File: config.mk
export PLATFORM = sky130hd
export DESIGN_NAME = typed_word_mutation_generator_flat
export DESIGN_NICKNAME = d
export VERILOG_FILES = /design/src/design/twmg_pkg.sv /design/src/design/twmg_in_if.sv /design/src/design/twmg_out_if.sv /design/src/design/twmg_decode.sv /design/src/design/twmg_seq.sv /design/src/design/twmg_calc.sv /design/src/design/typed_word_mutation_generator.sv /design/src/flat_wrapper.sv
export SDC_FILE = /design/constraint.sdc
export NUM_CORES = 1
export LEC_CHECK = 0
export BUFFER_PORTS_ARGS = -buffer_cell sky130_fd_sc_hd__buf_2
export CORE_ASPECT_RATIO = 1.1
export CORE_MARGIN = 2
export CORE_UTILIZATION = 58
export DETAILED_ROUTE_END_ITERATION = 7
export HOLD_SLACK_MARGIN = 0.1
export MAX_ROUTING_LAYER = met4
export PLACE_DENSITY = 0.82
export RECOVER_POWER = 100
export SKIP_LAST_GASP = 1
export SLEW_MARGIN = 40
export SYNTH_ARGS = -nofsm -noshare
export SYNTH_HDL_FRONTEND = slang
export SYNTH_HIERARCHICAL = 1
export SYNTH_SLANG_ARGS = --single-unit
File: constraint.sdc
create_clock -name clk -period 14.6 [get_ports clk]
set_input_delay 2.92 -clock clk [delete_from_list [all_inputs] [get_ports clk]]
set_output_delay 2.92 -clock clk [all_outputs]
set_load 0.02 [all_outputs]
File: src/design/twmg_pkg.sv
// ----------------------------------------------------------------------------
// twmg_pkg
// shared types and constants of the typed word mutation generator
// ----------------------------------------------------------------------------
package twmg_pkg;

	localparam int SLOT_W   = 6;
	localparam int SLOT_NUM = 1 << SLOT_W;

	// opcodes
	localparam logic OP_INT   = 1'b0;
	localparam logic OP_FLOAT = 1'b1;

	// width codes
	localparam logic [1:0] WC_8  = 2'd0;
	localparam logic [1:0] WC_16 = 2'd1;
	localparam logic [1:0] WC_32 = 2'd2;
	localparam logic [1:0] WC_64 = 2'd3;

	// float field limits
	localparam logic [63:0] EXP32_MAX  = 64'hff;
	localparam logic [63:0] FRAC32_MAX = 64'h7fffff;
	localparam logic [63:0] EXP64_MAX  = 64'h7ff;
	localparam logic [63:0] FRAC64_MAX = 64'hfffffffffffff;

	// number of power-of-two nudges per direction
	localparam logic [3:0] NUDGES32 = 4'd5;
	localparam logic [3:0] NUDGES64 = 4'd10;

	typedef logic [SLOT_W-1:0] slot_t;

	typedef struct packed {
		logic        opcode;
		logic [1:0]  width_code;
		logic [63:0] word;
		logic [15:0] position;
	} ctx_t;

	typedef struct packed {
		ctx_t  ctx;
		slot_t slot;
		logic  last;
	} cand_t;

	function automatic logic [63:0] width_mask(input logic [1:0] code);
		logic [63:0] m;
		case (code)
			WC_8:    m = 64'hff;
			WC_16:   m = 64'hffff;
			WC_32:   m = 64'hffffffff;
			default: m = 64'hffffffffffffffff;
		endcase
		return m;
	endfunction

endpackage

File: src/design/twmg_in_if.sv
// ----------------------------------------------------------------------------
// twmg_in_if
// input channel: one seed word with its kind, width and position
// ----------------------------------------------------------------------------
interface twmg_in_if;
	logic        valid;
	logic        ready;
	logic        opcode;
	logic [1:0]  width_code;
	logic [63:0] word_value;
	logic [15:0] position;

	modport source(output valid, opcode, width_code, word_value, position, input ready);
	modport sink(input valid, opcode, width_code, word_value, position, output ready);
endinterface

File: src/design/twmg_out_if.sv
// ----------------------------------------------------------------------------
// twmg_out_if
// output channel: one mutated word per item
// ----------------------------------------------------------------------------
interface twmg_out_if;
	logic        valid;
	logic        ready;
	logic [63:0] new_value;
	logic [15:0] out_position;
	logic        last;
	logic        bad_request;

	modport source(output valid, new_value, out_position, last, bad_request, input ready);
	modport sink(input valid, new_value, out_position, last, bad_request, output ready);
endinterface

File: src/design/twmg_decode.sv
// ----------------------------------------------------------------------------
// twmg_decode
// stage 1: registers the seed word and builds the mask of slots that emit
// ----------------------------------------------------------------------------
module twmg_decode import twmg_pkg::*; #(
	parameter int ARITH_LIMIT = 32
) (
	input  logic           clk,
	input  logic           arst_n,
	twmg_in_if.sink        seed,
	input  logic           take,
	output logic           valid_s1,
	output ctx_t           ctx_s1,
	output logic [SLOT_NUM-1:0] vec_s1
);

	ctx_t                ctx_d;
	logic [SLOT_NUM-1:0] vec_d;

	assign seed.ready = !valid_s1 || take;

	always_comb begin
		logic [63:0] w;
		logic [63:0] f;
		logic [63:0] fmax;
		logic [63:0] lowm;
		logic [3:0]  nd;
		slot_t       s;
		ctx_d.opcode     = seed.opcode;
		ctx_d.width_code = seed.width_code;
		ctx_d.word       = seed.word_value & width_mask(seed.width_code);
		ctx_d.position   = seed.position;
		w  = ctx_d.word;
		nd = (seed.width_code == WC_64) ? NUDGES64 : NUDGES32;
		vec_d = '0;
		for (int i = 0; i < SLOT_NUM; i++) begin
			s = slot_t'(i);
			// slot layout for floats: part, direction, power
			case ({seed.width_code == WC_64, s[5]})
				2'b00:   begin f = (w >> 23) & EXP32_MAX;  fmax = EXP32_MAX;  end
				2'b01:   begin f = w & FRAC32_MAX;         fmax = FRAC32_MAX; end
				2'b10:   begin f = (w >> 52) & EXP64_MAX;  fmax = EXP64_MAX;  end
				default: begin f = w & FRAC64_MAX;         fmax = FRAC64_MAX; end
			endcase
			lowm = (64'd1 << s[3:0]) - 64'd1;
			if (seed.opcode == OP_INT) begin
				vec_d[i] = (i < 2 * ARITH_LIMIT);
			end else if (!seed.width_code[1]) begin
				// float at 8 or 16 bits: one flagged result
				vec_d[i] = (i == 0);
			end else if (s[3:0] < nd) begin
				if (!s[4])
					vec_d[i] = (f | lowm) != fmax;
				else
					vec_d[i] = (f & ~lowm) != 64'd0;
			end
		end
	end

	always_ff @(posedge clk or negedge arst_n) begin
		if (!arst_n) begin
			valid_s1 <= 1'b0;
		end else if (seed.ready) begin
			valid_s1 <= seed.valid;
		end
	end

	always_ff @(posedge clk) begin
		if (seed.ready && seed.valid) begin
			ctx_s1 <= ctx_d;
			vec_s1 <= vec_d;
		end
	end

endmodule

File: src/design/twmg_seq.sv
// ----------------------------------------------------------------------------
// twmg_seq
// stage 2: walks the slots of one item unless stalled, one slot per cycle
// ----------------------------------------------------------------------------
module twmg_seq import twmg_pkg::*; (
	input  logic                clk,
	input  logic                arst_n,
	input  logic                valid_s1,
	input  ctx_t                ctx_s1,
	input  logic [SLOT_NUM-1:0] vec_s1,
	output logic                take,
	input  logic                ready_s2,
	output logic                valid_s2,
	output cand_t               cand_s2
);

	logic                busy_q;
	slot_t               slot_q;
	ctx_t                ctx_q;
	logic [SLOT_NUM-1:0] vec_q;
	logic [SLOT_NUM-1:0] higher;
	logic                done;
	logic                adv;

	assign higher = vec_q & ({SLOT_NUM{1'b1}} << slot_q) & ~(SLOT_NUM'(1) << slot_q);
	assign done   = (higher == '0);
	assign adv    = busy_q && ready_s2;
	assign take   = valid_s1 && (!busy_q || (adv && done));

	always_ff @(posedge clk or negedge arst_n) begin
		if (!arst_n) begin
			busy_q   <= 1'b0;
			slot_q   <= '0;
			valid_s2 <= 1'b0;
		end else begin
			if (ready_s2)
				valid_s2 <= busy_q && vec_q[slot_q];
			if (take) begin
				busy_q <= 1'b1;
				slot_q <= '0;
			end else if (adv) begin
				if (done)
					busy_q <= 1'b0;
				else
					slot_q <= slot_q + slot_t'(1);
			end
		end
	end

	always_ff @(posedge clk) begin
		if (take) begin
			ctx_q <= ctx_s1;
			vec_q <= vec_s1;
		end
		if (ready_s2) begin
			cand_s2.ctx  <= ctx_q;
			cand_s2.slot <= slot_q;
			cand_s2.last <= done;
		end
	end

endmodule

File: src/design/twmg_calc.sv
// ----------------------------------------------------------------------------
// twmg_calc
// stage 3: forms the mutated word and holds it as the output register
// ----------------------------------------------------------------------------
module twmg_calc import twmg_pkg::*; #(
	parameter int ARITH_LIMIT = 32
) (
	input  logic       clk,
	input  logic       arst_n,
	input  logic       valid_s2,
	input  cand_t      cand_s2,
	output logic       ready_s2,
	twmg_out_if.source mutant
);

	localparam logic [SLOT_W:0] LIM = (SLOT_W + 1)'(ARITH_LIMIT);

	logic              valid_s3;
	logic [63:0]       value_s3;
	logic [15:0]       pos_s3;
	logic              last_s3;
	logic              bad_s3;
	logic [63:0]       value_d;
	logic              bad_d;

	assign ready_s2 = !valid_s3 || mutant.ready;

	always_comb begin
		logic [63:0]     w;
		logic [SLOT_W:0] s7;
		logic [SLOT_W:0] j;
		logic            idir;
		logic [51:0]     f;
		logic [51:0]     d;
		logic [51:0]     nf;
		logic [63:0]     iv;
		w     = cand_s2.ctx.word;
		bad_d = (cand_s2.ctx.opcode == OP_FLOAT) && !cand_s2.ctx.width_code[1];
		// integer run: add 1..limit, then subtract 1..limit
		s7   = {1'b0, cand_s2.slot};
		idir = (s7 >= LIM);
		j    = idir ? (s7 - LIM + (SLOT_W + 1)'(1)) : (s7 + (SLOT_W + 1)'(1));
		iv   = idir ? (w - 64'(j)) : (w + 64'(j));
		// float nudges: exponent or fraction by a power of two
		d = 52'd1 << cand_s2.slot[3:0];
		case ({cand_s2.ctx.width_code[0], cand_s2.slot[5]})
			2'b00:   f = {44'd0, w[30:23]};
			2'b01:   f = {29'd0, w[22:0]};
			2'b10:   f = {41'd0, w[62:52]};
			default: f = w[51:0];
		endcase
		nf = cand_s2.slot[4] ? (f - d) : (f + d);
		if (bad_d) begin
			value_d = 64'd0;
		end else if (cand_s2.ctx.opcode == OP_INT) begin
			value_d = iv & width_mask(cand_s2.ctx.width_code);
		end else begin
			case ({cand_s2.ctx.width_code[0], cand_s2.slot[5]})
				2'b00:   value_d = {32'd0, w[31], nf[7:0], w[22:0]};
				2'b01:   value_d = {32'd0, w[31:23], nf[22:0]};
				2'b10:   value_d = {w[63], nf[10:0], w[51:0]};
				default: value_d = {w[63:52], nf};
			endcase
		end
	end

	always_ff @(posedge clk or negedge arst_n) begin
		if (!arst_n) begin
			valid_s3 <= 1'b0;
		end else if (ready_s2) begin
			valid_s3 <= valid_s2;
		end
	end

	always_ff @(posedge clk) begin
		if (ready_s2 && valid_s2) begin
			value_s3 <= value_d;
			pos_s3   <= cand_s2.ctx.position;
			last_s3  <= cand_s2.last;
			bad_s3   <= bad_d;
		end
	end

	assign mutant.valid        = valid_s3;
	assign mutant.new_value    = value_s3;
	assign mutant.out_position = pos_s3;
	assign mutant.last         = last_s3;
	assign mutant.bad_request  = bad_s3;

endmodule

File: src/design/typed_word_mutation_generator.sv
// ----------------------------------------------------------------------------
// typed_word_mutation_generator
// emits a run of arithmetic or float-field mutations of one seed word
// ----------------------------------------------------------------------------
// seed channel: one item carries opcode, width_code, word_value, position
// mutant channel: one item per mutated word, last marks the end of a run,
//   bad_request flags a float request at 8 or 16 bits (single zero result)
// an item walks three register stages: decode (s1), slot sequencer (s2),
//   value forming and output register (s3); the first result shows at the
//   earliest once the seed has passed s1, the sequencer, s2 and s3, when slot 0 emits
// the sequencer walks one slot per cycle unless stalled, up to the last
//   emitting slot: integer 2*ARITH_LIMIT slots, 32-bit float up to 53, 64-bit
//   float up to 58, flagged request 1; slots whose nudge leaves the field
//   range or whose power is unused at that width are walked but yield no item
// s1 takes the next seed while the sequencer is busy, so runs follow each
//   other with no gap
// reset clears all valid flags and the sequencer; payload is not reset
// a stall on mutant holds s3, which holds the sequencer and then s1;
//   nothing is lost or repeated
// ----------------------------------------------------------------------------
module typed_word_mutation_generator import twmg_pkg::*; #(
	parameter int ARITH_LIMIT = 32
) (
	input  logic       clk,
	input  logic       arst_n,
	twmg_in_if.sink    seed,
	twmg_out_if.source mutant
);

	// stage 1 to sequencer
	logic                valid_s1;
	ctx_t                ctx_s1;
	logic [SLOT_NUM-1:0] vec_s1;
	logic                take;

	// sequencer to value stage
	logic                valid_s2;
	cand_t               cand_s2;
	logic                ready_s2;

	// register the seed and mark which slots produce an item
	twmg_decode #(
		.ARITH_LIMIT(ARITH_LIMIT)
	) u_decode (
		.clk      (clk),
		.arst_n   (arst_n),
		.seed     (seed),
		.take     (take),
		.valid_s1 (valid_s1),
		.ctx_s1   (ctx_s1),
		.vec_s1   (vec_s1)
	);

	// walk the slots, flag the final emitting one
	twmg_seq u_seq (
		.clk      (clk),
		.arst_n   (arst_n),
		.valid_s1 (valid_s1),
		.ctx_s1   (ctx_s1),
		.vec_s1   (vec_s1),
		.take     (take),
		.ready_s2 (ready_s2),
		.valid_s2 (valid_s2),
		.cand_s2  (cand_s2)
	);

	// form the mutated word and drive the output channel
	twmg_calc #(
		.ARITH_LIMIT(ARITH_LIMIT)
	) u_calc (
		.clk      (clk),
		.arst_n   (arst_n),
		.valid_s2 (valid_s2),
		.cand_s2  (cand_s2),
		.ready_s2 (ready_s2),
		.mutant   (mutant)
	);

endmodule

File: src/flat_wrapper.sv
// flat-port wrapper written by rule: the top's interface ports become plain ports
module typed_word_mutation_generator_flat import twmg_pkg::*;
#(
	parameter int ARITH_LIMIT = 32
)
  (clk, arst_n, seed_valid, seed_opcode, seed_width_code, seed_word_value, seed_position, seed_ready, mutant_valid, mutant_new_value, mutant_out_position, mutant_last, mutant_bad_request, mutant_ready);
  twmg_in_if seed_i ();
  twmg_out_if mutant_i ();
  input  logic clk;
  input  logic arst_n;
  input wire logic [$bits(seed_i.valid)-1:0] seed_valid;
  input wire logic [$bits(seed_i.opcode)-1:0] seed_opcode;
  input wire logic [$bits(seed_i.width_code)-1:0] seed_width_code;
  input wire logic [$bits(seed_i.word_value)-1:0] seed_word_value;
  input wire logic [$bits(seed_i.position)-1:0] seed_position;
  output wire logic [$bits(seed_i.ready)-1:0] seed_ready;
  output wire logic [$bits(mutant_i.valid)-1:0] mutant_valid;
  output wire logic [$bits(mutant_i.new_value)-1:0] mutant_new_value;
  output wire logic [$bits(mutant_i.out_position)-1:0] mutant_out_position;
  output wire logic [$bits(mutant_i.last)-1:0] mutant_last;
  output wire logic [$bits(mutant_i.bad_request)-1:0] mutant_bad_request;
  input wire logic [$bits(mutant_i.ready)-1:0] mutant_ready;
  assign seed_i.valid = seed_valid;
  assign seed_i.opcode = seed_opcode;
  assign seed_i.width_code = seed_width_code;
  assign seed_i.word_value = seed_word_value;
  assign seed_i.position = seed_position;
  assign seed_ready = seed_i.ready;
  assign mutant_valid = mutant_i.valid;
  assign mutant_new_value = mutant_i.new_value;
  assign mutant_out_position = mutant_i.out_position;
  assign mutant_last = mutant_i.last;
  assign mutant_bad_request = mutant_i.bad_request;
  assign mutant_i.ready = mutant_ready;
  typed_word_mutation_generator #(.ARITH_LIMIT(ARITH_LIMIT)) u_core (.clk(clk), .arst_n(arst_n), .seed(seed_i), .mutant(mutant_i));
endmodule
==> run metrics <==
outcome complete, but fails checks; failing checks capacitance limit, slew limit; initial core utilization 58.7%; Synth top cells by count edfxtp_1, a21oi_1, nand2_1; global-route wire length before repair 119000 um; PostCTS Resize Cnt 0; CTS buffer count 45; unrepaired setup endpoints after global routing no; dominant synthesized flop cell edfxtp_1; area of the multi-input gates 0.0115 sq mm; CP max FO 81; most frequent cell after synthesis edfxtp_1; cells after synthesis 2390; Remaining DRCs 0; Post-synth ARST share 2.21%; dpl cells 3016; final WL 80700 um; I/O Pins 171; via count 20500; Hold Vio Cnt, Final 0; fillers 3487; die width 206 um; part of the cycle the worst path needs 64.8%; FMAX 106 MHz; setup TNS 0 ns; Rows 81; register bit total from synthesis 453; Syn Nets 2618; r2r setup slk 5.14 ns; NumNets Final 2711; DP Wirelength 59900 um; synth top area cells edfxtp_1, ha_1, a21oi_1; Setup WS post-layout 5.14 ns; Hold Path Sink u_core/u_seq/cand_s2[67]$_DFFE_PP_; Final min period 9.46 ns; initial antenna violation count 2; clock sinks 453; Power Density 230 mW/mm^2; hold buffer count at CTS 0; CTS tree done; Mean Syn Cell Area 10.9 sq um; register area share after synthesis 51.9%; pre-CTS setup slack 6.81 ns; Util after Layout 64.0%; Critical Path RT 14.72 ns; dominant cell type by area after synthesis edfxtp_1; Slew Viols, Final 737; Final Instance Count excl. Fillers 3100; vias in the first global route 19800; H-tree levels 2; largest net degree at the start of global routing 82; clock-pin slew on the worst setup and hold paths 0.07 ns; total grt overflow 0; Synth top area share 51.0%; gpl congestion 1.05; hold crit path type reg -> reg; share of cells above drive strength 1 8.10%; drt first pass iters 6; Iter 0 DRT Violations 2305; Hold Path Stages 0; area grow syn2layout 9.14%; Post-DRT Antenna Nets 0; Worst Max-Slew Pin Slew 3.56 ns; post-DR vias/cell 6.61; CP arrival 9.58 ns; insertion delay to the later sink of the worst-skew pair 0.59 ns; Max Cap Viol 16; number of synthesized flops with an enable pin 443; setup violators final 0; reg2reg end u_core/u_decode/ctx_s1[82]$_DFFE_PP_; IO buf count 170; LEAKAGE 10.6 nW; CP Class reg -> reg; Sequential Area 0.0136 sq mm; core area 0.0445 sq mm; Syn. warnings 6; Hold WS 0.413 ns; drt wl/cell 26.0 um; Netlist cell types 89; Max-slew headroom -137%; min-delay src u_core/u_seq/ctx_q[60]$_DFFE_PN_; Die ar. 0.0467 sq mm; Cell Area, Synth 0.0261 sq mm; worst-case reg-to-reg path depth 15; worst r2r src u_core/u_seq/slot_q[0]$_DFFE_PN0P_; Max Buffers Root-to-Sink 3; Setup crit start kind register; Critical Path End Type register; Worst Clk Skew 0.0119 ns; Total Routing Usage GR 35.5%; die height 227 um; worst vdd ir 106 uV; Setup Fix Bufs, Post-CTS 0; clk root buf clkbuf_16
cell families after synthesis:
| group | after synthesis | synth area share (%) |
|---|---|---|
| AO/OA/AOI/OAI | 731 | 17.8 |
| XOR/XNOR | 122 | 4.09 |
| adder cells (fa/ha/maj) | 141 | 6.81 |
| buffers and inverters | 218 | 3.68 |
| flip-flops | 453 | 51.9 |
| multiplexers | 43 | 2.67 |
| other | 1 | 0.0144 |
| AND/OR/NAND/NOR | 681 | 13.0 |
worst max-delay path by stage:
stage	from	to	slack, ns	cells after the start
final	u_core/u_seq/slot_q[0]$_DFFE_PN0P_	u_core/u_decode/ctx_s1[82]$_DFFE_PP_	5.14	15
after global routing	u_core/u_seq/slot_q[0]$_DFFE_PN0P_	u_core/u_decode/ctx_s1[19]$_DFFE_PP_	4.11	15
after CTS	u_core/u_seq/slot_q[0]$_DFFE_PN0P_	seed_ready	6.79	14
after detailed placement	mutant_ready	seed_ready	6.81	7
after global placement	mutant_ready	seed_ready	6.64	7
after floorplan	mutant_ready	u_core/u_decode/ctx_s1[0]$_DFFE_PP_	1.54	6
per-stage QoR:
step | total power [W] | instance area, sq um
after global placement | 0.00528 | 27200
after CTS | 0.00655 | 28700
final | 0.00656 | 28500
after floorplan | 0.00434 | 26100
after detailed placement | 0.00532 | 27200
after global routing | 0.00691 | 28500
final cells by class:
type                       instances  area share, %
antenna                            2         0.0176
clock buffer                      50           4.12
clock inverter                    31           1.28
inverter                          71          0.944
multi-input combinational       1719           40.5
sequential                       453           47.6
tap                              581           2.55
timing repair buffer             193           3.02
sequential cells by signal, indices dropped and copies added, names as in the netlist:
name,flops
u_core/u_seq/cand_s2,90
u_core/u_decode/ctx_s1,83
u_core/u_seq/ctx_q,83
u_core/u_calc/mutant.new_value,64
u_core/u_seq/vec_q,64
u_core/u_decode/vec_s1,41
u_core/u_calc/mutant.out_position,16
u_core/u_seq/slot_q,6
u_core/u_calc/mutant.bad_request,1
u_core/u_calc/mutant.last,1
u_core/u_calc/mutant.valid,1
u_core/u_decode/valid_s1,1
u_core/u_seq/busy_q,1
u_core/u_seq/valid_s2,1
cells in the final DEF (no fill, tap or decap), types with 66 or more instances in the layout:
cell        n
a21o_1     66
a21oi_1   238
and3_1     81
buf_2      75
clkbuf_1  111
edfxtp_1  443
ha_1      139
inv_1      66
nand2_1   171
nor2_1    149
o21ai_0   139
xnor2_1    72
worst max-delay path, stage by stage (launching register included):
cell,delay [ns]
dfrtp_1,0.33
clkbuf_1,1.20
ha_1,0.42
ha_1,0.35
o21ai_0,0.13
a2111oi_0,0.48
nor2_1,0.09
a2111oi_0,0.43
nand4_1,0.22
nor2_1,0.47
a21o_1,0.21
and2_0,0.15
buf_6,0.57
nand2b_1,0.24
and2_0,1.19
clkbuf_1,2.43
metal layers:
layer / part of all wire [%] / routed length, um / track usage [%]
met5: 0 / 0 / -
met4: 5.9 / 4780 / 18.7
met3: 8.6 / 6960 / 4.84
met2: 48 / 38600 / 57.5
met1: 38 / 30400 / 43.5
power breakdown:
group | internal [W] | leakage, nW | switching (W)
Clock | 0.000692 | 0.754 | 0.000506
Combinational | 0.00124 | 5.58 | 0.00231
Sequential | 0.00169 | 4.25 | 0.000119
Total | 0.00363 | 10.6 | 0.00294
Note: power is estimated with default switching activity, not from simulation.
